$ cat src/rtl/mcp_ram.sv
// ---------------------------------------------------------------------------
// mcp_ram
// Generic single-write, single-read RAM with registered read data.
// ---------------------------------------------------------------------------
module mcp_ram #(
  parameter int unsigned WIDTH = 8,
  parameter int unsigned DEPTH = 16
) (
  input  logic                     clk_i,
  input  logic                     we_i,
  input  logic [$clog2(DEPTH)-1:0] waddr_i,
  input  logic [WIDTH-1:0]         wdata_i,
  input  logic                     re_i,
  input  logic [$clog2(DEPTH)-1:0] raddr_i,
  output logic [WIDTH-1:0]         rdata_o
);

  logic [WIDTH-1:0] mem [DEPTH];
  logic [WIDTH-1:0] rdata_q;

  // Write port.
  always_ff @(posedge clk_i) begin
    if (we_i) begin
      mem[waddr_i] <= wdata_i;
    end
  end

  // Read port; a read in the same cycle as a write returns the old word.
  always_ff @(posedge clk_i) begin
    if (re_i) begin
      rdata_q <= mem[raddr_i];
    end
  end

  assign rdata_o = rdata_q;

endmodule

$ cat config.mk
export PLATFORM = sky130hd
export DESIGN_NAME = mcp_ram
export DESIGN_NICKNAME = d
export VERILOG_FILES = /design/src/rtl/mcp_ram.sv
export SDC_FILE = /design/constraint.sdc
export NUM_CORES = 1
export LEC_CHECK = 0
export BUFFER_PORTS_ARGS = -buffer_cell sky130_fd_sc_hd__buf_2
export CORE_ASPECT_RATIO = 0.8
export CORE_MARGIN = 4
export CORE_UTILIZATION = 55
export CTS_BUF_LIST = sky130_fd_sc_hd__clkbuf_8
export DETAILED_ROUTE_END_ITERATION = 10
export PLACE_DENSITY = 0.74
export SYNTH_ARGS = -nofsm -noshare
export SYNTH_HDL_FRONTEND = slang
export SYNTH_SLANG_ARGS = --single-unit
$ cat constraint.sdc
create_clock -name clk_i -period 2 [get_ports clk_i]
set_input_delay 0.4 -clock clk_i [delete_from_list [all_inputs] [get_ports clk_i]]
set_output_delay 0.4 -clock clk_i [all_outputs]
set_load 0.05 [all_outputs]
After elaboration in Yosys (flattened, before gate mapping)
Memories as Yosys holds them, arrays and structs flattened. A register that Yosys moved wholly into a read port is not among the register bits.
Index checks and enable logic that the tools add are counted.
W data, S select, Z words.
Storage, ports and cells
  memory bits (writable): 128
  logic and storage cells: 3
  register bits after elaboration: 0
  bits of input ports: 19
  memories: 1
  output and inout bits: 8
Cells by class
  multiplexer cells: 2
Memories
  mem: depth 16, width 8, rd ports 1, clocked after memory_dff 1, wr ports 1, RTL line 18  | logic [WIDTH-1:0] mem [DEPTH];
Operators with widths (number)
  $mux W1: 2

Logic depth before layout (Yosys ltp)
  depth after elaboration: 2
  mapped depth: 5
  depth with buffers taken out: 3

Worst setup path after synthesis
No wires, ideal clock.
  kind: input to register
  from: in waddr_i[2]
  to: mem mem[0][0], enable pin
  arrival time: 1510 ps
  data required time: 1617 ps
  path buffers: 0
  setup time: 383 ps
  slack: 107 ps
  stages: 2
  cells stage by stage: or3b_2 > nor3_1
RTL lines
  start: declaration: RTL line 11  | input logic [$clog2(DEPTH)-1:0] waddr_i,
  end: declaration: RTL line 18
Straight into the memory's write port.

==> key figures <==
Detailed routing
  – DRC marker count from the first detailed-route iteration: 216
  – Antenna Nets Post-Route: 0
  – Count of TritonRoute iterations in the first routing pass: 4
  – Final routed wire length divided by cell count: 23.0 um
  – Drt total wl: 9540 um
  – Number of vias per cell: 5.84
  – Remaining design rule violation count: 0
  – Vias after detailed routing: 2418

Timing
  – Actual slew at the worst max-slew pin: 0.398 ns
  – Fmax achieved: 655 MHz
  – RSZ-0062 raised after global routing: no
  – Max Transition Viols Final: 0
  – Worst slew margin relative to its limit: 73.5%
  – Final number of hold-violating endpoints: 0
  – Number of setup violations in the final report: 0
  – Post-route clock period utilization: 76.3%
  – Sum of negative setup slack: 0 ns
  – Final worst slack: 0.473 ns
  – Post-route clock skew: 0.00921 ns
  – Fin crit period: 1.53 ns

GRT
  – Maximum number of pins on one net before global-route repair: 32
  – Global router's overall resource usage: 19.1%
  – Number of antenna violations at the first check in global routing: 0
  – Via count of the first global-routing pass: 2558
  – Wire length of the first global-routing pass: 14500 um
  – Remaining global-route overflow: 0

Floorplanning
  – Count of standard-cell rows: 31
  – Die extent in x: 117 um
  – Initial Utilization: 57.1%
  – Die area: 11100 sq um
  – Core Area: 9150 sq um
  – Number of primary I/O pins: 27
  – Die height: 95.2 um

CTS
  – Clock Tree Root: sky130_fd_sc_hd__clkbuf_8
  – Post-CTS setup repair buffer count: 0
  – Clock tree from TritonCTS: yes
  – Largest buffer count on any clock path: 2
  – Cts repair resizes: 0
  – Number of H-tree branching levels: 4
  – Hold Buf Count CTS: 0
  – Worst skew pair latency: 0.43 ns
  – Clock-pin slew on the worst setup and hold paths: 0.08 ns
  – Sinks on the clock net: 136
  – Number of buffers added by the clock tree synthesis step: 17

Synth
  – Mapped Nets: 248
  – Most used standard cell by instance count after synthesis: sky130_fd_sc_hd__edfxtp_1
  – Biggest area contributors in the synthesized netlist: sky130_fd_sc_hd__edfxtp_1, sky130_fd_sc_hd__mux4_2, sky130_fd_sc_hd__mux4_1
  – Count of flip-flops with a built-in enable after synthesis: 136
  – Top-area cell type share of the netlist area: 78.1%
  – Post-synth top cells: sky130_fd_sc_hd__edfxtp_1, sky130_fd_sc_hd__mux4_2, sky130_fd_sc_hd__a22oi_1, sky130_fd_sc_hd__mux4_1, sky130_fd_sc_hd__nor2_1
  – Post-synthesis register bit count: 136
  – Netlist area before placement: 5230 sq um
  – Synth async-reset ratio: 0%
  – Most common flop cell mapped by yosys: sky130_fd_sc_hd__edfxtp_1
  – Post-synthesis sequential area ratio: 78.1%
  – Count of cell types in the netlist: 18
  – Mean cell area of the mapped netlist: 22.8 sq um
  – Dominant cell type by area after synthesis: sky130_fd_sc_hd__edfxtp_1
  – Gate count after technology mapping: 229
  – Warnings from Yosys: 0

Run
  – Max capacitance violation total: 0

Setup path
  – Crit-path max cell delay: 0.50 ns
  – Count of buffering cells on the critical path with inverters included: 0
  – Type of element capturing the critical path: flip-flop
  – Endpoint arrival time on the critical path: 1.70 ns
  – Crit path cell chain: mux4_1 -> a22oi_1 -> nand2_1
  – CP Max Fanout: 1
  – Worst Setup Path Type: flip-flop to flip-flop
  – Kind of start point of the critical path: flip-flop
  – Required time at the endpoint of the critical path: 2.17 ns
  – Kind of cell adding the most delay to the critical path: multiplexers
  – Standard cell with the maximum stage delay on the critical path: sky130_fd_sc_hd__mux4_1

Placement
  – Minimum setup slack after placement: 0.0292 ns
  – Post-detail-place hpwl: 6230 um
  – Port bufs: 26
  – Final weighted congestion in routability-driven placement: 0.761

Final layout
  – Layout Area Growth over Synthesis: 15.9%
  – Post-layout net count: 305
  – Total of fill cells in the finished design: 617
  – Proportion of layout cells with a drive suffix above 1: 32.4%
  – Diode insertion count for antenna repair: 0

Run status
  – Status: finished clean

Power
  – Worst-case vdd ir drop: 589 uV
  – Power density relative to cell area: 994 nW/um^2
  – Leakage: 2.06 nW

Min path
  – Class of the worst hold path: input pin to flip-flop
-- layer usage --
| metal | global-route usage (%) | wire (um) |
|---|---|---|
| met1 | 27.1 | 3900 |
| met2 | 27.9 | 4560 |
| met3 | 7.36 | 1070 |
| met4 | 5.44 | 9 |
| met5 | 0 | 0 |
-- cell families after synthesis --
| kind of cell | count (synthesis) | synth area share [%] |
|---|---|---|
| mux | 32 | 14.8 |
| flops | 136 | 78.1 |
| compound gates | 16 | 2.30 |
| buf+inv | 10 | 1.65 |
| simple gates | 35 | 3.14 |
-- where the power goes --
group          switching [mW]  internal (mW)  total [mW]
clock                   0.994           1.47        2.46
sequential             0.0181           3.21        3.23
combinational           0.208          0.132       0.340
-- worst register-to-register path, stage by stage (launching register included) --
cell	delay, ns
sky130_fd_sc_hd__edfxtp_1	0.36
sky130_fd_sc_hd__mux4_1	0.50
sky130_fd_sc_hd__a22oi_1	0.32
sky130_fd_sc_hd__nand2_1	0.09
-- placed cells by master, fill, tap and decap left out, types with 2 or more instances in the layout --
cell type / n
sky130_fd_sc_hd__buf_12: 3
sky130_fd_sc_hd__edfxtp_1: 136
sky130_fd_sc_hd__nand2b_1: 2
sky130_fd_sc_hd__mux4_2: 18
sky130_fd_sc_hd__a22oi_1: 16
sky130_fd_sc_hd__nand3b_1: 2
sky130_fd_sc_hd__clkinv_2: 4
sky130_fd_sc_hd__mux4_1: 14
sky130_fd_sc_hd__buf_4: 19
sky130_fd_sc_hd__buf_2: 26
sky130_fd_sc_hd__nor3_1: 4
sky130_fd_sc_hd__clkbuf_8: 17
sky130_fd_sc_hd__nand2_1: 9
sky130_fd_sc_hd__nor2_1: 13
sky130_fd_sc_hd__bufinv_16: 5
sky130_fd_sc_hd__clkinvlp_4: 3
-- sequential cells by signal (all words and copies together), names as in the netlist --
name     cells
mem        128
rdata_o      8
-- worst paths after layout --
kind	slack, ns	depth (start not counted)	endpoint	from
setup / recovery	0.47	3	rdata_o[4]	mem[9][4]
hold / removal	0.33	1	rdata_o[3]	re_i
setup reg to reg	0.47	3	rdata_o[4]	mem[9][4]
hold reg to reg	0.75	3	rdata_o[3]	mem[8][3]
-- layout make-up --
class                      count  area (sq um)  share of cell area, %
clock buffer                  17           234                   3.86
clock inverter                15           209                   3.45
timing repair buffer          48           333                   5.49
tap                          115           144                   2.37
multi-input combinational     83          1060                   17.4
sequential                   136          4080                   67.4
-- metrics by stage --
stage                     utilization [%]  instances  hold WS (ns)  power, mW  instance area (sq um)
after floorplan                         -        229         0.499       3.49                   5230
after detailed placement             61.4        382         0.738       3.64                   5620
after CTS                            66.2        414         0.307       6.08                   6060
after global placement               61.4        382         0.732       3.62                   5620
final                                66.2        414         0.330       6.03                   6060
after global routing                 66.2        414         0.306       6.24                   6060
(Power assumes the default switching activity.)
