<file path="src/rtl/mcp_pkg.sv">
// ---------------------------------------------------------------------------
// mcp_pkg
// Types, constants and helper functions of the minimum-cost path block.
// ---------------------------------------------------------------------------
package mcp_pkg;

  // Fixed field widths.
  localparam int unsigned DIST_BITS  = 32;
  localparam int unsigned START_BITS = 10;
  localparam int unsigned CFG_BITS   = 11;
  // Widest scaled cost: a 32-bit cost times seven.
  localparam int unsigned ADD_BITS   = 35;
  localparam int unsigned COLS_RESET = 1024;

  localparam logic [DIST_BITS-1:0] DIST_MAX = '1;

  // Move chosen for a cell.
  typedef enum logic [1:0] {
    MOVE_TOP        = 2'd0,
    MOVE_STRAIGHT   = 2'd1,
    MOVE_FROM_RIGHT = 2'd2,
    MOVE_FROM_LEFT  = 2'd3
  } move_e;

  // One row buffer entry: path distance and its top-row start column.
  typedef struct packed {
    logic [DIST_BITS-1:0]  distance;
    logic [START_BITS-1:0] start_col;
  } entry_t;

  // Saturating add of a scaled cost to a path distance.
  function automatic logic [DIST_BITS-1:0] sat_add(input logic [DIST_BITS-1:0] base,
                                                   input logic [ADD_BITS-1:0]  add);
    logic [ADD_BITS:0] sum;
    sum = (ADD_BITS+1)'(base) + (ADD_BITS+1)'(add);
    if (sum > (ADD_BITS+1)'(DIST_MAX)) begin
      return DIST_MAX;
    end
    return sum[DIST_BITS-1:0];
  endfunction

endpackage

</file>
<file path="src/rtl/mcp_cell_eval.sv">
// ---------------------------------------------------------------------------
// mcp_cell_eval
// Candidate selection for one cell: straight, from the right, from the left.
// ---------------------------------------------------------------------------
module mcp_cell_eval #(
  parameter int unsigned COST_BITS = 16
) (
  input  logic                            first_row_i,
  input  logic                            has_right_i,
  input  logic                            has_left_i,
  input  logic [COST_BITS+2:0]            cost5_i,
  input  logic [COST_BITS+2:0]            cost7_i,
  input  logic [mcp_pkg::START_BITS-1:0]  self_start_i,
  input  mcp_pkg::entry_t                 up_i,
  input  mcp_pkg::entry_t                 right_i,
  input  mcp_pkg::entry_t                 left_i,
  output mcp_pkg::entry_t                 result_o,
  output mcp_pkg::move_e                  move_o
);

  logic [mcp_pkg::ADD_BITS-1:0]  add5;
  logic [mcp_pkg::ADD_BITS-1:0]  add7;
  logic [mcp_pkg::DIST_BITS-1:0] cand_up;
  logic [mcp_pkg::DIST_BITS-1:0] cand_right;
  logic [mcp_pkg::DIST_BITS-1:0] cand_left;

  assign add5 = mcp_pkg::ADD_BITS'(cost5_i);
  assign add7 = mcp_pkg::ADD_BITS'(cost7_i);

  // The three candidate sums are independent and evaluated side by side.
  assign cand_up    = mcp_pkg::sat_add(first_row_i ? '0 : up_i.distance, add5);
  assign cand_right = mcp_pkg::sat_add(right_i.distance, add7);
  assign cand_left  = mcp_pkg::sat_add(left_i.distance, add7);

  // A later candidate wins only when it is strictly cheaper.
  always_comb begin
    result_o.distance  = cand_up;
    result_o.start_col = up_i.start_col;
    move_o             = mcp_pkg::MOVE_STRAIGHT;
    if (first_row_i) begin
      result_o.start_col = self_start_i;
      move_o             = mcp_pkg::MOVE_TOP;
    end else begin
      if (has_right_i && (cand_right < result_o.distance)) begin
        result_o.distance  = cand_right;
        result_o.start_col = right_i.start_col;
        move_o             = mcp_pkg::MOVE_FROM_RIGHT;
      end
      if (has_left_i && (cand_left < result_o.distance)) begin
        result_o.distance  = cand_left;
        result_o.start_col = left_i.start_col;
        move_o             = mcp_pkg::MOVE_FROM_LEFT;
      end
    end
  end

endmodule

</file>
<file path="config.mk">
export PLATFORM = sky130hd
export DESIGN_NAME = mcp_cell_eval
export DESIGN_NICKNAME = d
export VERILOG_FILES = /design/src/rtl/mcp_pkg.sv /design/src/rtl/mcp_cell_eval.sv
export SDC_FILE = /design/constraint.sdc
export NUM_CORES = 1
export LEC_CHECK = 0
export ABC_CLOCK_PERIOD_IN_PS = 12200
export BUFFER_PORTS_ARGS = -buffer_cell sky130_fd_sc_hd__buf_2
export CAP_MARGIN = 5
export CORE_ASPECT_RATIO = 1.2
export CORE_MARGIN = 2
export CORE_UTILIZATION = 36
export DETAILED_ROUTE_END_ITERATION = 16
export GPL_TIMING_DRIVEN = 0
export RECOVER_POWER = 25
export SYNTH_ARGS = -nofsm -noshare
export SYNTH_HDL_FRONTEND = slang
export SYNTH_SLANG_ARGS = --single-unit
</file>
<file path="constraint.sdc">
create_clock -name vclk -period 12.2
set_input_delay 2.44 -clock vclk [all_inputs]
set_output_delay 2.44 -clock vclk [all_outputs]
set_load 0.01 [all_outputs]
</file>
== After elaboration in Yosys (flattened, before gate mapping) ==
Cells that the tools add are included.
Storage, ports and cells
  flip-flop bits (word level): 0
  bits of input ports: 177
  output and inout bits: 44
  logic and storage cells: 28
Cells by class
  add/sub/neg operators: 3
  magnitude comparators: 5
  muxes and demuxes: 18
  reductions and logical operators: 2
Operators by type and width (count)
  32-bit 2-to-1 mux: 8
  42-bit 2-to-1 mux: 3
  32-bit by 19-bit adder with 33-bit output: 3
  33-bit by 32-bit greater-than comparator with 1-bit output (second input constant): 3
  32-bit < comparator: 2
  10-bit 2-to-1 mux: 1
  2-bit 2-to-1 mux: 3
  1-bit 2-to-1 mux: 3
  1-bit logical AND: 2

== Longest topological paths before layout ==
Gate-level depths: netlist of the first run.
  word-level depth: 13
  gate-level depth with buffers: 41
  gate-level depth less buffers: 34

== Worst setup path before layout of the first run ==
Ideal clock, no wire load.
  path kind: input to output
  from: input port first_row_i
  to: output port result_o[34] (netlist name)
  arrival: 10499 ps
  data required time: 9760 ps
  path slack: -739 ps
  stages: 39
  path buffers: 10
  cells stage by stage: inv_1 > clkbuf_1 > clkbuf_1 > nand2_1 > fa_1 > nand2b_1 > a21o_1 > a21oi_1 > a221o_1 > nor2b_1 > buf_2 > clkbuf_1 > buf_1 > nor2_1 > ha_1 > and4_1 > nand2_1 > or4_4 > (+3 left out) > o21ai_2 > buf_4 > buf_4 > clkbuf_1 > o22ai_1 > ha_1 > nand3_1 > nor3_2 > nand2_1 > or3_1 > or4b_1 > inv_2 > o31a_1 > a211o_4 > buf_6 > buf_6 > nor2_1 > a211oi_1
RTL lines
  start, declared: line mcp_cell_eval.sv:8  | input logic first_row_i,
  end, declared: line mcp_cell_eval.sv:17  | output mcp_pkg::entry_t result_o,

==> results of run 1 <==
## logic make-up after synthesis
group | count (synthesis)
compound gates | 313
mux | 46
fa+ha+maj | 122
xor+xnor | 60
buf+inv | 82
simple gates | 416
## per-stage QoR
stage               instances  hold slack, ns  worst slack [ns]  TNS [ns]   util
CTS                      1565            5.18            -0.613    -22.80  0.496
global route             1607            5.21            -0.569    -21.82  0.548
finish                   1607            5.18            -0.330    -10.47  0.548
detailed placement       1521            5.17             -1.99    -78.48  0.443
global placement         1521            5.17             -2.03    -80.13  0.443
floorplan                1039            5.04            0.0259         0      -
## power by group
| part | internal, mW | switching (mW) |
|---|---|---|
| sequential | 0 | 0 |
| combinational | 0.312 | 0.386 |
| clock | 0 | 0 |
| total | 0.312 | 0.386 |
## Yosys cell counts (all sizes together) (12+ instances only)
library cell	instances	area share
nor2b	31	0.028
a21oi	79	0.056
a31oi	12	0.011
and2	13	0.012
buf	18	0.017
nor2	84	0.045
xor2	22	0.027
ha	119	0.21
inv	41	0.022
nand2b	19	0.017
nand3	38	0.027
and3	20	0.018
mux2i	21	0.030
o211ai	14	0.015
o21ai	74	0.054
nor3	24	0.018
nand4	21	0.019
nand2	133	0.071
a21o	32	0.034
mux2	25	0.040
xnor2	38	0.047
clkbuf	23	0.012
a211oi	16	0.019
## cells in the final DEF (no fill, tap or decap), drive strengths merged, types with 12 or more instances in the layout
master	instances
a21o	32
ha	119
and2	13
xor2	22
buf	332
mux2i	21
a211oi	16
nand4	21
xnor2	38
a31oi	12
mux2	25
o21ai	74
nor3	24
nand2	133
o211ai	14
nand3	38
and3	20
nor2	84
nor2b	31
a21oi	79
nand2b	19
inv	41
clkbuf	16
## area by class of cell
type,instances,area share
timing repair buffer,310,0.181
buffer,38,0.0391
multi-input combinational,957,0.734
tap,261,0.0308
inverter,41,0.0150
## layer usage
layer,part of all wire,track usage,vias to the layer above
met5,0,0,-
met4,0.052,0.0999,0
met3,0.061,0.0155,94
met2,0.48,0.459,400
met1,0.41,0.322,4205
li1,-,-,4477
## critical path, delay by kind of cell
family | cells | cell delay, ns
and+or+nand+nor | 7 | 1.30
AOI/OAI and AO/OA | 17 | 3.53
adders and majority gates | 3 | 0.75
buffers and inverters | 12 | 1.71
muxes | 1 | 0.31
## worst min-delay path by stage
stage	startpoint	end	slack, ns	cells past startpoint
2_1_floorplan	self_start_i[0]	result_o[0]	5.04	2
3_3_place_gp	self_start_i[4]	result_o[4]	5.17	4
3_5_place_dp	self_start_i[0]	result_o[0]	5.17	4
4_1_cts	self_start_i[0]	result_o[0]	5.18	4
5_1_grt	self_start_i[8]	result_o[8]	5.21	4
6_report	self_start_i[4]	result_o[4]	5.18	4
## what timing repair did
item,in CTS,in global routing
buffers inserted,40,47
cloned,5,0
setup endpoints to repair,44,44
pin swaps,56,80
gates resized for setup,131,159
==> flow_metrics.py, run 1 <==
metrics = {
    "floorplanning": {
        "die_h_um": 157,
        "dieArea_um2": 20700,
        "start_util": 0.364,
        "chipWidth_um": 132,
        "fp.coreArea_um2": 19300,
        "ios": 221,
        "num_rows": 56,
    },
    "synth": {
        "synth_xor_area_frac": 0.0747,
        "synth_compound_area_frac": 0.294,
        "syn_inst": 1039,
        "muxShareOfSynthArea": 0.0699,
        "synth_top_family_by_area": "compound AO/OA/AOI/OAI gates",
        "yosys.area_share.simple": 0.291,
        "yosysSeqAreaShare": 0,
        "synth_cell_type_count": 72,
        "synth_fa_ha_area_frac": 0.220,
        "syn_avg_cell_area_um2": 6.78,
        "syn-num-nets": 1338,
        "ys_warn_count": 0,
        "syn_area_um2": 7040,
    },
    "timing": {
        "setup_viol": 43,
        "max_slew_margin": 0.402,
        "period_minus_slack_ns": 12.53,
        "fmax_mhz": 79.8,
        "hold_viol": 0,
        "fin_crit_sh": 1.03,
        "maxSlewViolCount": 0,
        "worst_slew_pin_slew_ns": 0.886,
        "layout_setup_ws_ns": -0.330,
        "grt_setup_unrepaired": "true",
    },
    "global_routing": {
        "grt_pass1_wl_mm": 43.3,
        "gr-total-overflow": 0,
        "grt_pass1_vias": 8482,
        "antenna_found_initial": 0,
        "grt_usage": 0.256,
        "grt_max_degree": 11,
    },
    "routing": {
        "drc": 0,
        "first_pass_iters": 6,
        "drt_wl_total_mm": 29.5,
        "first_iter_violations": 568,
        "avgRoutedWirePerCell_um": 18.4,
        "ant_nets": 0,
        "via_count": 9176,
        "viasPerCell": 5.71,
    },
    "power_and_ir_drop": {
        "vdd_drop_max_v": 0.0000276,
        "power_mw": 0.698,
        "p_per_area_nw_per_um2": 65.9,
        "leakage_nw": 5.04,
    },
    "cells_and_area": {
        "post-route-cell-area_um2": 10600,
        "seq_area_um2": 0,
        "nNetsFinal": 1647,
        "seq_cell_count": 0,
        "nClkBuffers": 0,
        "n_antenna_cell": 0,
        "syn_to_final_growth_pct": 50.5,
        "drive_gt1_frac": 0.394,
        "multi_input_area_um2": 7780,
        "fillers": 1931,
    },
    "worst_setup_path": {
        "cp-end-kind": "primary output",
        "cp.arrival_ns": 10.09,
        "crit_path_max_fanout": 10,
        "cp.required_ns": 9.76,
        "cp_slowest_cell": "o41ai_2",
        "cp-endpoint": "result_o[19]",
        "start_kind": "primary input",
        "crit_start": "first_row_i",
        "slowest_delay_ns": 0.42,
        "crit_type": "in2out",
    },
    "place": {
        "place_area_um2": 8570,
        "hpwl_mm": 22.9,
        "port_buffers": 221,
        "globalplace.congestion": 0.967,
    },
    "job": {
        "cap_violations": 0,
    },
    "run_status": {
        "violations": "negative setup slack",
        "status": "finished, violations left",
    },
    "min_path": {
        "hold_path_class": "in2out",
    },
    "clock_tree": {
        "cts_hold_buf": 0,
    },
}
No activity file was read; power rests on OpenSTA's default activity.
==> run 2, diff against run 1 <==
--- a/config.mk
+++ b/config.mk
@@ -5,14 +5,16 @@
 export SDC_FILE = /design/constraint.sdc
 export NUM_CORES = 1
 export LEC_CHECK = 0
+export ABC_AREA = 1
 export ABC_CLOCK_PERIOD_IN_PS = 12200
 export BUFFER_PORTS_ARGS = -buffer_cell sky130_fd_sc_hd__buf_2
 export CAP_MARGIN = 5
 export CORE_ASPECT_RATIO = 1.2
 export CORE_MARGIN = 2
-export CORE_UTILIZATION = 36
+export CORE_UTILIZATION = 45
 export DETAILED_ROUTE_END_ITERATION = 16
 export GPL_TIMING_DRIVEN = 0
+export PLACE_DENSITY = 0.74
 export RECOVER_POWER = 25
 export SYNTH_ARGS = -nofsm -noshare
 export SYNTH_HDL_FRONTEND = slang
==> run 2 against run 1 <==
- the flow now finishes without violations
- critical endpoint is now result_o[24]
- count of clock-buffer cells in the layout unchanged
- via count fell by 0.27%
- final area fell by 19%
- die area shrank 18%
- synthesized cell count rose by 28%
- non-clock buffer count down 88
- first-iteration DRC count down 13%
- critical path depth up 8
- fmax increased by 7.6%
- synthesized area rose by 1.4%
- routed wire length shrank 20%
- final cell count rose by 9.3%
==> flow_metrics.py, run 2 <==
metrics = {
    "min_path": {
        "hold_path_class": "in2out",
    },
    "worst_setup_path": {
        "crit_path_max_fanout": 10,
        "cp.arrival_ns": 9.21,
        "start_kind": "primary input",
        "cp.required_ns": 9.76,
        "cp-end-kind": "primary output",
        "crit_top_cell": "nand2_1",
        "crit_type": "in2out",
        "cp_slowest_cell": "or3_1",
        "slowest_delay_ns": 0.37,
    },
    "synth": {
        "syn-num-nets": 1626,
        "yosys.area.top_type": "nand2_1",
        "synth.top_cell.area_share": 0.209,
        "synth_cell_type_count": 49,
        "yosysSeqAreaShare": 0,
        "syn_avg_cell_area_um2": 5.38,
        "synth_top_cells_by_count": "nand2_1, inv_1, nor2_1, ha_1, nand3_1",
        "ys_warn_count": 0,
        "synthTopCellsByArea": "nand2_1, ha_1, inv_1, nand3_1, a21oi_1",
        "syn_inst": 1327,
        "yosysMostFrequentCell": "nand2_1",
        "syn_area_um2": 7130,
    },
    "timing": {
        "hold_viol": 0,
        "fin_crit_sh": 0.955,
        "max_slew_margin": 0.560,
        "whs_ns": 5.16,
        "setup_tns_ns": 0,
        "period_minus_slack_ns": 11.65,
        "fmax_mhz": 85.8,
        "grt_setup_unrepaired": "false",
        "maxSlewViolCount": 0,
        "worst_slew_pin_slew_ns": 0.659,
        "setup_viol": 0,
    },
    "cells_and_area": {
        "syn_to_final_growth_pct": 20.9,
        "multi_input_area_um2": 6220,
        "fillers": 1772,
        "seq_area_um2": 0,
        "nClkBuffers": 0,
        "drive_gt1_frac": 0.192,
        "final_cells": 1757,
        "seq_cell_count": 0,
        "nNetsFinal": 1850,
        "post-route-cell-area_um2": 8630,
        "n_antenna_cell": 0,
        "final_cell_mix": "nand2_1, buf_2, inv_1, nor2_1, ha_1",
        "layout_commonest_cell": "nand2_1",
    },
    "floorplanning": {
        "num_rows": 50,
        "ios": 221,
        "die_h_um": 142,
        "chipWidth_um": 119,
        "dieArea_um2": 16900,
        "start_util": 0.458,
        "fp.coreArea_um2": 15600,
    },
    "power_and_ir_drop": {
        "leakage_nw": 5.32,
        "vdd_drop_max_v": 0.0000372,
        "p_per_area_nw_per_um2": 60.7,
    },
    "routing": {
        "first_iter_violations": 496,
        "avgRoutedWirePerCell_um": 13.5,
        "first_pass_iters": 6,
        "via_count": 9151,
        "ant_nets": 0,
        "drt_wl_total_mm": 23.8,
        "drc": 0,
        "viasPerCell": 5.21,
    },
    "global_routing": {
        "grt_max_degree": 16,
        "grt_pass1_vias": 8490,
        "antenna_found_initial": 0,
        "grt_usage": 0.267,
        "grt_pass1_wl_mm": 37.2,
        "gr-total-overflow": 0,
    },
    "place": {
        "place_area_um2": 8500,
        "hpwl_mm": 20.9,
        "port_buffers": 220,
        "globalplace.congestion": 0.961,
        "dp.cells": 1755,
    },
    "job": {
        "cap_violations": 0,
    },
    "run_status": {
        "status": "finished, final reports clean",
    },
    "clock_tree": {
        "cts_hold_buf": 0,
    },
}
run 2: cells by family after synthesis:
| family | Yosys count | synth area share |
|---|---|---|
| and+or+nand+nor | 703 | 0.419 |
| adders and majority gates | 122 | 0.217 |
| muxes | 10 | 0.0140 |
| AOI/OAI and AO/OA | 205 | 0.159 |
| buffers and inverters | 242 | 0.135 |
| xor gates and xnor gates | 45 | 0.0552 |
run 2: repair_timing:
| item | 4_1_cts | 5_1_grt |
|---|---|---|
| pin swaps | 1 | 5 |
| resized for setup | 17 | 42 |
| buffers inserted | 1 | 2 |
| cloned | 0 | 0 |
| endpoints found under the setup margin | 44 | 44 |
run 2: area by class of cell:
| class | count | area share |
|---|---|---|
| inverters | 204 | 0.0891 |
| multi-input cells | 1085 | 0.721 |
| repair buffers | 223 | 0.130 |
| well taps | 208 | 0.0302 |
| plain buffers | 37 | 0.0296 |
run 2: worst paths after layout:
path | from | to | slack [ns] | depth (start not counted)
worst max-delay path | first_row_i | result_o[24] | 0.55 | 48
worst min-delay path | self_start_i[0] | result_o[0] | 5.16 | 4
run 2: report_power, final:
| part | switching (mW) | internal (mW) |
|---|---|---|
| registers | 0 | 0 |
| clock network | 0 | 0 |
| logic | 0.316 | 0.208 |
run 2: stage by stage:
step / total power [mW] / worst slack (ns) / util
6_report: 0.524 / 0.550 / 0.554
5_1_grt: 0.600 / 0.0301 / 0.554
4_1_cts: 0.514 / 0.0183 / 0.548
3_5_place_dp: 0.508 / -1.33 / 0.545
3_3_place_gp: 0.499 / -1.28 / 0.545
2_1_floorplan: 0.356 / 0.915 / -
run 2: worst max-delay path: cells and delay by family:
kind	cells	cell delay (ns)
AO/OA/AOI/OAI	12	1.96
AND/OR/NAND/NOR	23	2.55
adder cells (fa/ha/maj)	3	0.85
buffers and inverters	10	1.39
run 2: layer usage:
layer | track usage | part of all wire
met5 | 0 | 0
met4 | 0.130 | 0.052
met3 | 0.0108 | 0.050
met2 | 0.518 | 0.50
met1 | 0.296 | 0.40
==> run 3, diff against run 2 <==
--- a/config.mk
+++ b/config.mk
@@ -5,16 +5,15 @@
 export SDC_FILE = /design/constraint.sdc
 export NUM_CORES = 1
 export LEC_CHECK = 0
-export ABC_AREA = 1
 export ABC_CLOCK_PERIOD_IN_PS = 12200
 export BUFFER_PORTS_ARGS = -buffer_cell sky130_fd_sc_hd__buf_2
-export CAP_MARGIN = 5
+export CAP_MARGIN = 20
 export CORE_ASPECT_RATIO = 1.2
 export CORE_MARGIN = 2
 export CORE_UTILIZATION = 45
 export DETAILED_ROUTE_END_ITERATION = 16
 export GPL_TIMING_DRIVEN = 0
-export PLACE_DENSITY = 0.74
+export PLACE_DENSITY = 0.76
 export RECOVER_POWER = 25
 export SYNTH_ARGS = -nofsm -noshare
 export SYNTH_HDL_FRONTEND = slang
==> run 3 against run 2 <==
- the flow now finishes with violations (negative setup slack)
- non-clock buffer count grew 104
- worst hold slack gained 0.020 ns
- highest routed layer unchanged
- via count is 7.2% higher
- routed wire length up 28%
- fmax shrank 8.9%
- critical endpoint is now result_o[36]
- power is 38% higher
- final cell count shrank 11%
==> flow_metrics.py, run 3 (same netlist as run 1, synthesis figures left out) <==
metrics = {
    "clock_tree": {
        "cts_hold_buf": 0,
    },
    "power_and_ir_drop": {
        "vdd_drop_max_v": 0.0000315,
        "leakage_nw": 5.10,
        "p_per_area_nw_per_um2": 68.0,
    },
    "floorplanning": {
        "start_util": 0.456,
        "ios": 221,
        "die_h_um": 141,
        "num_rows": 50,
        "dieArea_um2": 16700,
        "fp.coreArea_um2": 15500,
        "chipWidth_um": 118,
    },
    "worst_setup_path": {
        "cp.required_ns": 9.76,
        "cp.arrival_ns": 10.35,
        "start_kind": "primary input",
        "crit_family": "compound AO/OA/AOI/OAI gates",
        "cp-end-kind": "primary output",
        "crit_type": "in2out",
        "cp_slowest_cell": "or4b_4",
        "crit_top_cell": "buf_12",
        "slowest_delay_ns": 0.55,
        "worst-path-buf-inv": 14,
        "crit_path_max_fanout": 10,
    },
    "run_status": {
        "status": "finished, violations left",
        "violations": "negative setup slack",
    },
    "timing": {
        "fmax_mhz": 78.2,
        "fin_crit_sh": 1.05,
        "period_minus_slack_ns": 12.79,
        "hold_viol": 0,
        "grt_setup_unrepaired": "true",
        "setup_viol": 44,
        "whs_ns": 5.18,
        "maxSlewViolCount": 0,
        "max_slew_margin": 0.382,
        "layout_setup_ws_ns": -0.595,
        "setup_tns_ns": -22.12,
        "worst_slew_pin_slew_ns": 0.927,
    },
    "global_routing": {
        "antenna_found_initial": 0,
        "busiest_layer": "met2",
        "grt_pass1_wl_mm": 43.4,
        "grt_pass1_vias": 8872,
        "grt_use_met2": 0.551,
        "met3_usage": 0.0307,
        "grt_max_degree": 11,
        "grt_usage": 0.314,
        "gr-total-overflow": 0,
        "use_met1": 0.375,
    },
    "cells_and_area": {
        "layout_commonest_cell": "buf_2",
        "seq_area_um2": 0,
        "multi_input_area_um2": 7720,
        "syn_to_final_growth_pct": 50.9,
        "final_cell_mix": "buf_2, nand2_1, ha_1, buf_4, nor2_1",
        "post-route-cell-area_um2": 10600,
        "seq_cell_count": 0,
        "nNetsFinal": 1663,
        "nClkBuffers": 0,
        "n_antenna_cell": 0,
        "fillers": 1231,
        "drive_gt1_frac": 0.394,
    },
    "place": {
        "globalplace.congestion": 0.985,
        "place_area_um2": 8510,
        "hpwl_mm": 21.8,
        "port_buffers": 221,
    },
    "routing": {
        "first_pass_iters": 8,
        "via_count": 9807,
        "drc": 0,
        "ant_nets": 0,
        "drt_wl_total_mm": 30.4,
        "viasPerCell": 6.25,
        "first_iter_violations": 917,
        "avgRoutedWirePerCell_um": 19.3,
    },
    "job": {
        "cap_violations": 0,
    },
    "min_path": {
        "hold_path_class": "in2out",
    },
}
-- run 3: path summary, 6_finish.rpt --
kind,start,endpoint,slack (ns),cells past startpoint
hold / removal,self_start_i[0],result_o[0],5.18,4
setup / recovery,first_row_i,result_o[36],-0.59,42
-- run 3: per-layer routing --
metal / vias up / part of all wire
met3: 201 / 0.082
met5: - / 0
li1: 4521 / -
met2: 632 / 0.47
met1: 4453 / 0.38
met4: 0 / 0.074
-- run 3: repair_timing --
item,4_1_cts,5_1_grt
setup buffers,59,44
pin swaps,62,67
endpoints found under the setup margin,44,44
hold endpoints to repair,0,0
cloned,4,0
gates resized for setup,148,129
-- run 3: report_power, final --
group | total (mW) | internal [mW] | switching (mW)
clock network | 0 | 0 | 0
registers | 0 | 0 | 0
logic | 0.722 | 0.326 | 0.397
total | 0.722 | 0.326 | 0.397
-- run 3: final cells by class --
cell class / count / share of cell area
Tap cell: 208 / 0.0245
Buffer: 37 / 0.0377
Inverter: 41 / 0.0147
Timing Repair Buffer: 327 / 0.196
Multi-Input combinational cell: 957 / 0.727
-- run 3: stage by stage --
| stage | setup WS [ns] | utilization | std cells | total power, mW |
|---|---|---|---|---|
| floorplan | 0.0259 | - | 1039 | 0.369 |
| global placement | -1.84 | 0.550 | 1468 | 0.522 |
| detailed placement | -1.77 | 0.550 | 1468 | 0.530 |
| CTS | -0.510 | 0.630 | 1531 | 0.616 |
| global route | -0.765 | 0.687 | 1570 | 0.771 |
| finish | -0.595 | 0.687 | 1570 | 0.722 |
